### src/hdl/umpq_pkg.sv
// Package: widths, command and status codes of the min-priority queue.
package umpq_pkg;

  localparam int DEPTH_DEF = 64;
  localparam int VAL_W     = 32;
  localparam int CMD_W     = 2;
  localparam int STS_W     = 2;
  localparam int CNT_OUT_W = 7;

  localparam logic [CMD_W-1:0] CMD_PUSH = 2'd0;
  localparam logic [CMD_W-1:0] CMD_POP  = 2'd1;
  localparam logic [CMD_W-1:0] CMD_PEEK = 2'd2;

  localparam logic [STS_W-1:0] STS_OK    = 2'd0;
  localparam logic [STS_W-1:0] STS_EMPTY = 2'd1;
  localparam logic [STS_W-1:0] STS_FULL  = 2'd2;

endpackage

### src/hdl/umpq_in_if.sv
// Request channel interface: command and push value.
interface umpq_in_if import umpq_pkg::*; ();
  logic                     valid;
  logic                     ready;
  logic [CMD_W-1:0]         cmd;
  logic signed [VAL_W-1:0]  push_value;

  modport source (output valid, output cmd, output push_value, input ready);
  modport sink   (input valid, input cmd, input push_value, output ready);
endinterface

### src/hdl/umpq_out_if.sv
// Result channel interface: minimum, status and count.
interface umpq_out_if import umpq_pkg::*; ();
  logic                     valid;
  logic                     ready;
  logic signed [VAL_W-1:0]  min_value;
  logic [STS_W-1:0]         status;
  logic [CNT_OUT_W-1:0]     entry_count;
  logic                     is_empty;

  modport source (output valid, output min_value, output status, output entry_count,
                  output is_empty, input ready);
  modport sink   (input valid, input min_value, input status, input entry_count,
                  input is_empty, output ready);
endinterface

### src/hdl/umpq_ram.sv
// Generic single-write, single-read RAM with registered read data.
module umpq_ram #(
  parameter int WIDTH = 32,
  parameter int DEPTH = 64
) (
  input  logic                     clk,
  input  logic                     we,
  input  logic [$clog2(DEPTH)-1:0] waddr,
  input  logic [WIDTH-1:0]         wdata,
  input  logic [$clog2(DEPTH)-1:0] raddr,
  output logic [WIDTH-1:0]         rdata
);

  logic [WIDTH-1:0] mem [DEPTH];

  always_ff @(posedge clk) begin
    if (we) begin
      mem[waddr] <= wdata;
    end
    rdata <= mem[raddr];
  end

endmodule

### src/hdl/unsorted_min_priority_queue_top.sv
// Top level of the unsorted-array min-priority queue.
// Usage:
//   in_req carries one request (cmd, push_value) per valid/ready handshake;
//   out_res returns exactly one result per request, in order.
//   Push appends to the store; pop and peek scan all stored entries for the
//   smallest signed value (lowest index on ties); pop then moves the last
//   entry into the freed slot.
// Sequence (receiver ready):
//   One request at a time. Push, unused codes and pop or peek on an empty
//   queue go from ST_IDLE to ST_FIN, whose result is registered in the
//   output register as the FSM returns to ST_IDLE to take the next request.
//   Pop and peek with stored entries first pass through ST_SCAN, which reads
//   every stored entry through the single read port of the value RAM (one
//   entry read per cycle, registered read data) before ST_FIN.
//   The pop write-back of the last entry shares the cycle of the final read.
// Reset: rst_n (synchronous, active low) empties the queue; RAM contents are
//   not cleared, only entries below the count are ever read.
// Stall: a result waits in the output register while out_res.ready is low;
//   the next request is still accepted and finishes when the register frees.
module unsorted_min_priority_queue_top import umpq_pkg::*; #(
  parameter int DEPTH = DEPTH_DEF
) (
  input  logic       clk,
  input  logic       rst_n,
  umpq_in_if.sink    in_req,
  umpq_out_if.source out_res
);

  localparam int AW = $clog2(DEPTH);
  localparam int CW = $clog2(DEPTH + 1);

  typedef enum logic [2:0] {
    ST_IDLE = 3'b001,
    ST_SCAN = 3'b010,
    ST_FIN  = 3'b100
  } state_t;

  state_t                  st_r;
  logic [CMD_W-1:0]        cmd_r;
  logic [STS_W-1:0]        status_r;
  logic [CW-1:0]           cnt_r;
  logic [CW-1:0]           rd_ptr_r;
  logic                    dv_r;
  logic [AW-1:0]           didx_r;
  logic signed [VAL_W-1:0] best_val_r;
  logic [AW-1:0]           best_idx_r;

  logic                    ov_r;
  logic signed [VAL_W-1:0] omin_r;
  logic [STS_W-1:0]        ostat_r;
  logic [CNT_OUT_W-1:0]    ocnt_r;
  logic                    oempty_r;

  logic                    accept, full, empty, issue, last, first, take, out_free;
  logic [CW-1:0]           cnt_m1;
  logic [CW+CNT_OUT_W-1:0] cnt_ext;
  logic signed [VAL_W-1:0] rd_data, cur_val;
  logic [AW-1:0]           cur_idx;
  logic                    ram_we;
  logic [AW-1:0]           ram_waddr;
  logic [VAL_W-1:0]        ram_wdata;

  assign in_req.ready = (st_r == ST_IDLE);
  assign accept       = in_req.valid && in_req.ready;
  assign full         = (cnt_r == CW'(DEPTH));
  assign empty        = (cnt_r == '0);
  assign cnt_m1       = cnt_r - 1'b1;
  assign cnt_ext      = {{CNT_OUT_W{1'b0}}, cnt_r};
  assign issue        = (st_r == ST_SCAN) && (rd_ptr_r != cnt_r);
  assign first        = dv_r && (didx_r == '0);
  assign last         = dv_r && (didx_r == cnt_m1[AW-1:0]);
  assign take         = first || (rd_data < best_val_r);
  assign cur_val      = take ? rd_data : best_val_r;
  assign cur_idx      = take ? didx_r : best_idx_r;
  assign out_free     = !ov_r || out_res.ready;

  always_comb begin
    if (st_r == ST_IDLE) begin
      ram_we    = accept && (in_req.cmd == CMD_PUSH) && !full;
      ram_waddr = cnt_r[AW-1:0];
      ram_wdata = in_req.push_value;
    end else begin
      ram_we    = last && (cmd_r == CMD_POP);
      ram_waddr = cur_idx;
      ram_wdata = rd_data;
    end
  end

  umpq_ram #(
    .WIDTH (VAL_W),
    .DEPTH (DEPTH)
  ) u_umpq_ram (
    .clk   (clk),
    .we    (ram_we),
    .waddr (ram_waddr),
    .wdata (ram_wdata),
    .raddr (rd_ptr_r[AW-1:0]),
    .rdata (rd_data)
  );

  always_ff @(posedge clk) begin
    if (!rst_n) begin
      st_r     <= ST_IDLE;
      cnt_r    <= '0;
      rd_ptr_r <= '0;
      dv_r     <= 1'b0;
      ov_r     <= 1'b0;
    end else begin
      dv_r <= issue;
      if (issue) begin
        rd_ptr_r <= rd_ptr_r + 1'b1;
      end
      if (ov_r && out_res.ready) begin
        ov_r <= 1'b0;
      end
      case (st_r)
        ST_IDLE: begin
          if (accept) begin
            rd_ptr_r <= '0;
            st_r     <= ST_FIN;
            case (in_req.cmd)
              CMD_PUSH: begin
                if (!full) begin
                  cnt_r <= cnt_r + 1'b1;
                end
              end
              CMD_POP, CMD_PEEK: begin
                if (!empty) begin
                  st_r <= ST_SCAN;
                end
              end
              default: ;
            endcase
          end
        end
        ST_SCAN: begin
          if (last) begin
            if (cmd_r == CMD_POP) begin
              cnt_r <= cnt_m1;
            end
            st_r <= ST_FIN;
          end
        end
        ST_FIN: begin
          if (out_free) begin
            ov_r <= 1'b1;
            st_r <= ST_IDLE;
          end
        end
        default: st_r <= ST_IDLE;
      endcase
    end
  end

  always_ff @(posedge clk) begin
    didx_r <= rd_ptr_r[AW-1:0];
    if (dv_r) begin
      best_val_r <= cur_val;
      best_idx_r <= cur_idx;
    end
    if (accept) begin
      cmd_r <= in_req.cmd;
      if ((in_req.cmd == CMD_PUSH) && full) begin
        status_r <= STS_FULL;
      end else if (((in_req.cmd == CMD_POP) || (in_req.cmd == CMD_PEEK)) && empty) begin
        status_r <= STS_EMPTY;
      end else begin
        status_r <= STS_OK;
      end
    end
    if ((st_r == ST_FIN) && out_free) begin
      omin_r   <= ((status_r == STS_OK) && ((cmd_r == CMD_POP) || (cmd_r == CMD_PEEK)))
                  ? best_val_r : '0;
      ostat_r  <= status_r;
      ocnt_r   <= cnt_ext[CNT_OUT_W-1:0];
      oempty_r <= empty;
    end
  end

  assign out_res.valid       = ov_r;
  assign out_res.min_value   = omin_r;
  assign out_res.status      = ostat_r;
  assign out_res.entry_count = ocnt_r;
  assign out_res.is_empty    = oempty_r;

endmodule

### src/flat_wrapper.sv
// flat-port wrapper written by rule: the top's interface ports become plain ports
module unsorted_min_priority_queue_top_flat import umpq_pkg::*;
#(
  parameter int DEPTH = DEPTH_DEF
)
  (clk, rst_n, in_req_valid, in_req_cmd, in_req_push_value, in_req_ready, out_res_valid, out_res_min_value, out_res_status, out_res_entry_count, out_res_is_empty, out_res_ready);
  umpq_in_if in_req_i ();
  umpq_out_if out_res_i ();
  input  logic clk;
  input  logic rst_n;
  input wire logic [$bits(in_req_i.valid)-1:0] in_req_valid;
  input wire logic [$bits(in_req_i.cmd)-1:0] in_req_cmd;
  input wire logic [$bits(in_req_i.push_value)-1:0] in_req_push_value;
  output wire logic [$bits(in_req_i.ready)-1:0] in_req_ready;
  output wire logic [$bits(out_res_i.valid)-1:0] out_res_valid;
  output wire logic [$bits(out_res_i.min_value)-1:0] out_res_min_value;
  output wire logic [$bits(out_res_i.status)-1:0] out_res_status;
  output wire logic [$bits(out_res_i.entry_count)-1:0] out_res_entry_count;
  output wire logic [$bits(out_res_i.is_empty)-1:0] out_res_is_empty;
  input wire logic [$bits(out_res_i.ready)-1:0] out_res_ready;
  assign in_req_i.valid = in_req_valid;
  assign in_req_i.cmd = in_req_cmd;
  assign in_req_i.push_value = in_req_push_value;
  assign in_req_ready = in_req_i.ready;
  assign out_res_valid = out_res_i.valid;
  assign out_res_min_value = out_res_i.min_value;
  assign out_res_status = out_res_i.status;
  assign out_res_entry_count = out_res_i.entry_count;
  assign out_res_is_empty = out_res_i.is_empty;
  assign out_res_i.ready = out_res_ready;
  unsorted_min_priority_queue_top #(.DEPTH(DEPTH)) u_core (.clk(clk), .rst_n(rst_n), .in_req(in_req_i), .out_res(out_res_i));
endmodule
### config.mk
export PLATFORM = sky130hd
export DESIGN_NAME = unsorted_min_priority_queue_top_flat
export DESIGN_NICKNAME = d
export VERILOG_FILES = /design/src/hdl/umpq_pkg.sv /design/src/hdl/umpq_in_if.sv /design/src/hdl/umpq_out_if.sv /design/src/hdl/umpq_ram.sv /design/src/hdl/unsorted_min_priority_queue_top.sv /design/src/flat_wrapper.sv
export SDC_FILE = /design/constraint.sdc
export NUM_CORES = 2
export LEC_CHECK = 0
export BUFFER_PORTS_ARGS = -buffer_cell sky130_fd_sc_hd__buf_2
export CAP_MARGIN = 20
export CORE_AREA = 2 2 387 389
export CTS_BUF_LIST = sky130_fd_sc_hd__clkbuf_2 sky130_fd_sc_hd__clkbuf_4 sky130_fd_sc_hd__clkbuf_8
export DETAILED_ROUTE_END_ITERATION = 10
export DIE_AREA = 0 0 389 391
export MAX_ROUTING_LAYER = met4
export PLACE_DENSITY = 0.77
export RECOVER_POWER = 100
export SETUP_SLACK_MARGIN = 0.05
export SYNTH_ARGS = -nofsm -noshare
export SYNTH_HDL_FRONTEND = slang
export SYNTH_SLANG_ARGS = --single-unit
### constraint.sdc
create_clock -name clk -period 7.5 [get_ports clk]
set_clock_uncertainty 0.05 [all_clocks]
set_input_delay 0.75 -clock clk [delete_from_list [all_inputs] [get_ports clk]]
set_output_delay 0.75 -clock clk [all_outputs]
set_load 0.02 [all_outputs]
==> reports/qor.yml <==
syn_nets: 3607
clk_latency_ns: 1.00
slowest_stage: "nor2_2"
avgSynthCellArea_sq_um: 23.8
hold-path-endpoint: "u_core.st_r[2]"
gp_congestion: 0.872
grtUsageTotal_pct: 26.5
critPathLaunchType: "flop"
relSlewSlack_pct: -147
clock-root-buffer: "clkbuf_8"
ys_types: 60
timing.rr.end: "u_core.u_umpq_ram.mem[59][6]"
fin_tns_setup_ns: 0
cp_top_family: "simple AND/OR/NAND/NOR gates"
syn_area_sq_um: 84000
min_path_type: "in -> reg"
die_h_um: 391
die_x_um: 389
violations: "capacitance limit, slew limit"
required_ns: 7.99
powerDensity_nw_per_um2: 261
dp.cells: 5480
min_period_over_period_pct: 83.6
whs_path_depth: 4
wire_per_inst_um: 32.0
drcViolationCount: 0
synth_seq_cells: 2189
area_growth_pct: 12.0
tritoncts: "built"
reg2reg_depth: 11
worst-path-buf-inv: 1
grt_max_degree: 139
yosysWarningCount: 0
mostFrequentLayoutCells: "2132 x edfxtp_1, 672 x mux4_2, 364 x clkbuf_8, 123 x clkbuf_4, 109 x nand2_1"
postCtsResizedCells: 0
fmax_mhz: 159
fin_nets: 3977
vias: 39795
dr.pass1.iters: 5
drv_cap: 53
hold_start: "out_res_ready"
holdWs_ns: 0.0439
power_mw: 24.5
criticalPathCategory: "reg -> reg"
syn-instance-count: 3533
slew_violations: 2627
die_area_sq_um: 152000
clock-sinks: 2189
reg2reg_setup_slack_ns: 1.23
met3_length_mm: 21.3
wl_met2_mm: 95.1
p_leak_nw: 28.6
finalCriticalPeriod_ns: 6.27
drive_gt1_share_pct: 33.0
post-cts-setup-buffers: 0
core_sq_um: 149000
setup_violations: 0
fin_cells: 6099
htree_levels: 5
portBuffers: 81
start_util_pct: 56.6
layout_commonest_cell: "edfxtp_1"
wirelength_mm: 195
nFillCells: 9354
tightest_slew_ns: 3.70
r2r_start: "u_core.best_val_r[31]"
final_hold_viol_count: 0
cp_max_fo: 32
max_stage_delay_ns: 1.61
grt_pass1_vias: 39103
dp_hpwl_mm: 116
antenna_found_initial: 19
ir_worst_vdd_mv: 0.221
outcome: "finished, violations left"
ant_nets: 0
synth_edf_count: 2132
met1_length_mm: 73.7
final_util_pct: 63.3
overflow: 0
highest_layer: "met4"
drtIter0Drc: 5860
synth_ff_type: "edfxtp_1"
routed_via_density: 6.52
ys_seq_area_share_pct: 77.6
end_kind: "flop"
async_flop_share_pct: 0
cp.arrival_ns: 6.76
crit_chain: "inv_1 > ha_1 > nand4_1 > nor4_1 > nand3_1 > a31oi_1 > nor3_1 > nor4_1 > a221o_1 > nand3_1 > nor2_2"
grt_setup_unrepaired: "false"
rows: 142
ios: 82
clk_pin_slew_ns: 0.06
clockBufferDepth: 4
grt_pass1_wl_mm: 278
numCtsBuffers: 349
==> flip-flops by register name, indices dropped and copies added (netlist names) <==
| name | cells |
|---|---|
| u_core.out_res.valid | 1 |
| u_core.status_r | 2 |
| u_core.dv_r | 1 |
| u_core.out_res.is_empty | 1 |
| u_core.u_umpq_ram.rdata | 32 |
| u_core.rd_ptr_r | 7 |
| u_core.best_val_r | 32 |
| u_core.st_r | 3 |
| u_core.out_res.status | 2 |
| u_core.cnt_r | 7 |
| u_core.cmd_r | 2 |
| u_core.out_res.entry_count | 7 |
| u_core.out_res.min_value | 32 |
| u_core.didx_r | 6 |
| u_core.best_idx_r | 6 |
| u_core.u_umpq_ram.mem | 2048 |
==> final cells by class <==
type | count | area [sq um] | area share [%]
Antenna cell | 15 | 37.5 | 0.0399
Clock buffer | 487 | 5930 | 6.31
Clock inverter | 101 | 631 | 0.670
Inverter | 45 | 169 | 0.180
Multi-Input combinational cell | 1124 | 18100 | 19.3
Sequential cell | 2189 | 65200 | 69.3
Tap cell | 1944 | 2430 | 2.59
Timing Repair Buffer | 194 | 1560 | 1.66
==> how the worst max path moves through the flow <==
| stage | startpoint | endpoint | slack, ns | cells past startpoint |
|---|---|---|---|---|
| final | u_core.best_val_r[31] | u_core.u_umpq_ram.mem[59][6] | 1.23 | 11 |
| after detailed placement | u_core.best_val_r[9] | u_core.u_umpq_ram.mem[26][9] | 2.12 | 11 |
| after global placement | u_core.best_val_r[19] | u_core.u_umpq_ram.mem[28][15] | 2.23 | 10 |
| after CTS | u_core.best_val_r[25] | u_core.u_umpq_ram.mem[26][7] | 2.03 | 11 |
| after global routing | u_core.best_val_r[31] | u_core.u_umpq_ram.mem[59][6] | 1.06 | 11 |
| after floorplan | u_core.best_val_r[15] | u_core.u_umpq_ram.mem[0][0] | 1.91 | 12 |
==> tightest hold or removal path, stage by stage <==
cell	delay [ns]
buf_2	0.08
nor2b_1	0.06
nand2_1	0.08
a21oi_1	0.06
==> kinds of logic after synthesis <==
| family | after synthesis | share of synthesized area [%] |
|---|---|---|
| AO/OA/AOI/OAI | 61 | 0.563 |
| XOR/XNOR | 25 | 0.277 |
| adder cells (fa/ha/maj) | 36 | 0.536 |
| buffers and inverters | 220 | 1.01 |
| flip-flops | 2189 | 77.6 |
| multiplexers | 680 | 18.1 |
| AND/OR/NAND/NOR | 322 | 1.92 |
==> metal layers <==
layer / GRT usage (%) / up-vias
met2: 40.2 / 2626
met1: 37.4 / 20957
met3: 5.41 / 360
met4: 7.31 / 0
met5: - / -
li1: - / 15852
==> power by group <==
group / switching, mW / internal [mW] / leakage (nW)
Clock: 4.39 / 5.34 / 3.49
Combinational: 0.787 / 0.0975 / 5.44
Sequential: 0.0143 / 13.9 / 19.7
Total: 5.19 / 19.3 / 28.6
==> repair_timing <==
| item | 4_1_cts | 5_1_grt |
|---|---|---|
| hold endpoints to repair | 4 | 0 |
| hold buffers | 3 | 0 |
| endpoints found under the setup margin | 0 | 0 |
==> cell usage after synthesis (all sizes together), types with 7 or more instances <==
cell type | count | area share (%)
xor2 | 8 | 0.083
edfxtp | 2132 | 76
inv | 43 | 0.19
nand3 | 17 | 0.10
nor2b | 7 | 0.052
clkbuf | 125 | 0.56
and2 | 37 | 0.28
nand2 | 119 | 0.54
ha | 36 | 0.54
nand4 | 10 | 0.14
xnor2 | 16 | 0.17
buf | 50 | 0.25
mux4 | 672 | 18
nor2 | 82 | 0.37
nor3 | 19 | 0.14
dfxtp | 57 | 1.4
a21oi | 23 | 0.14
==> through the flow <==
stage | worst slack, ns | cell area (sq um)
4_1_cts | 2.03 | 94400
5_1_grt | 1.06 | 94000
6_report | 1.23 | 94100
3_5_place_dp | 2.12 | 87800
2_1_floorplan | 1.91 | 84000
3_3_place_gp | 2.23 | 87400
No activity file was read; power rests on OpenSTA's default activity.
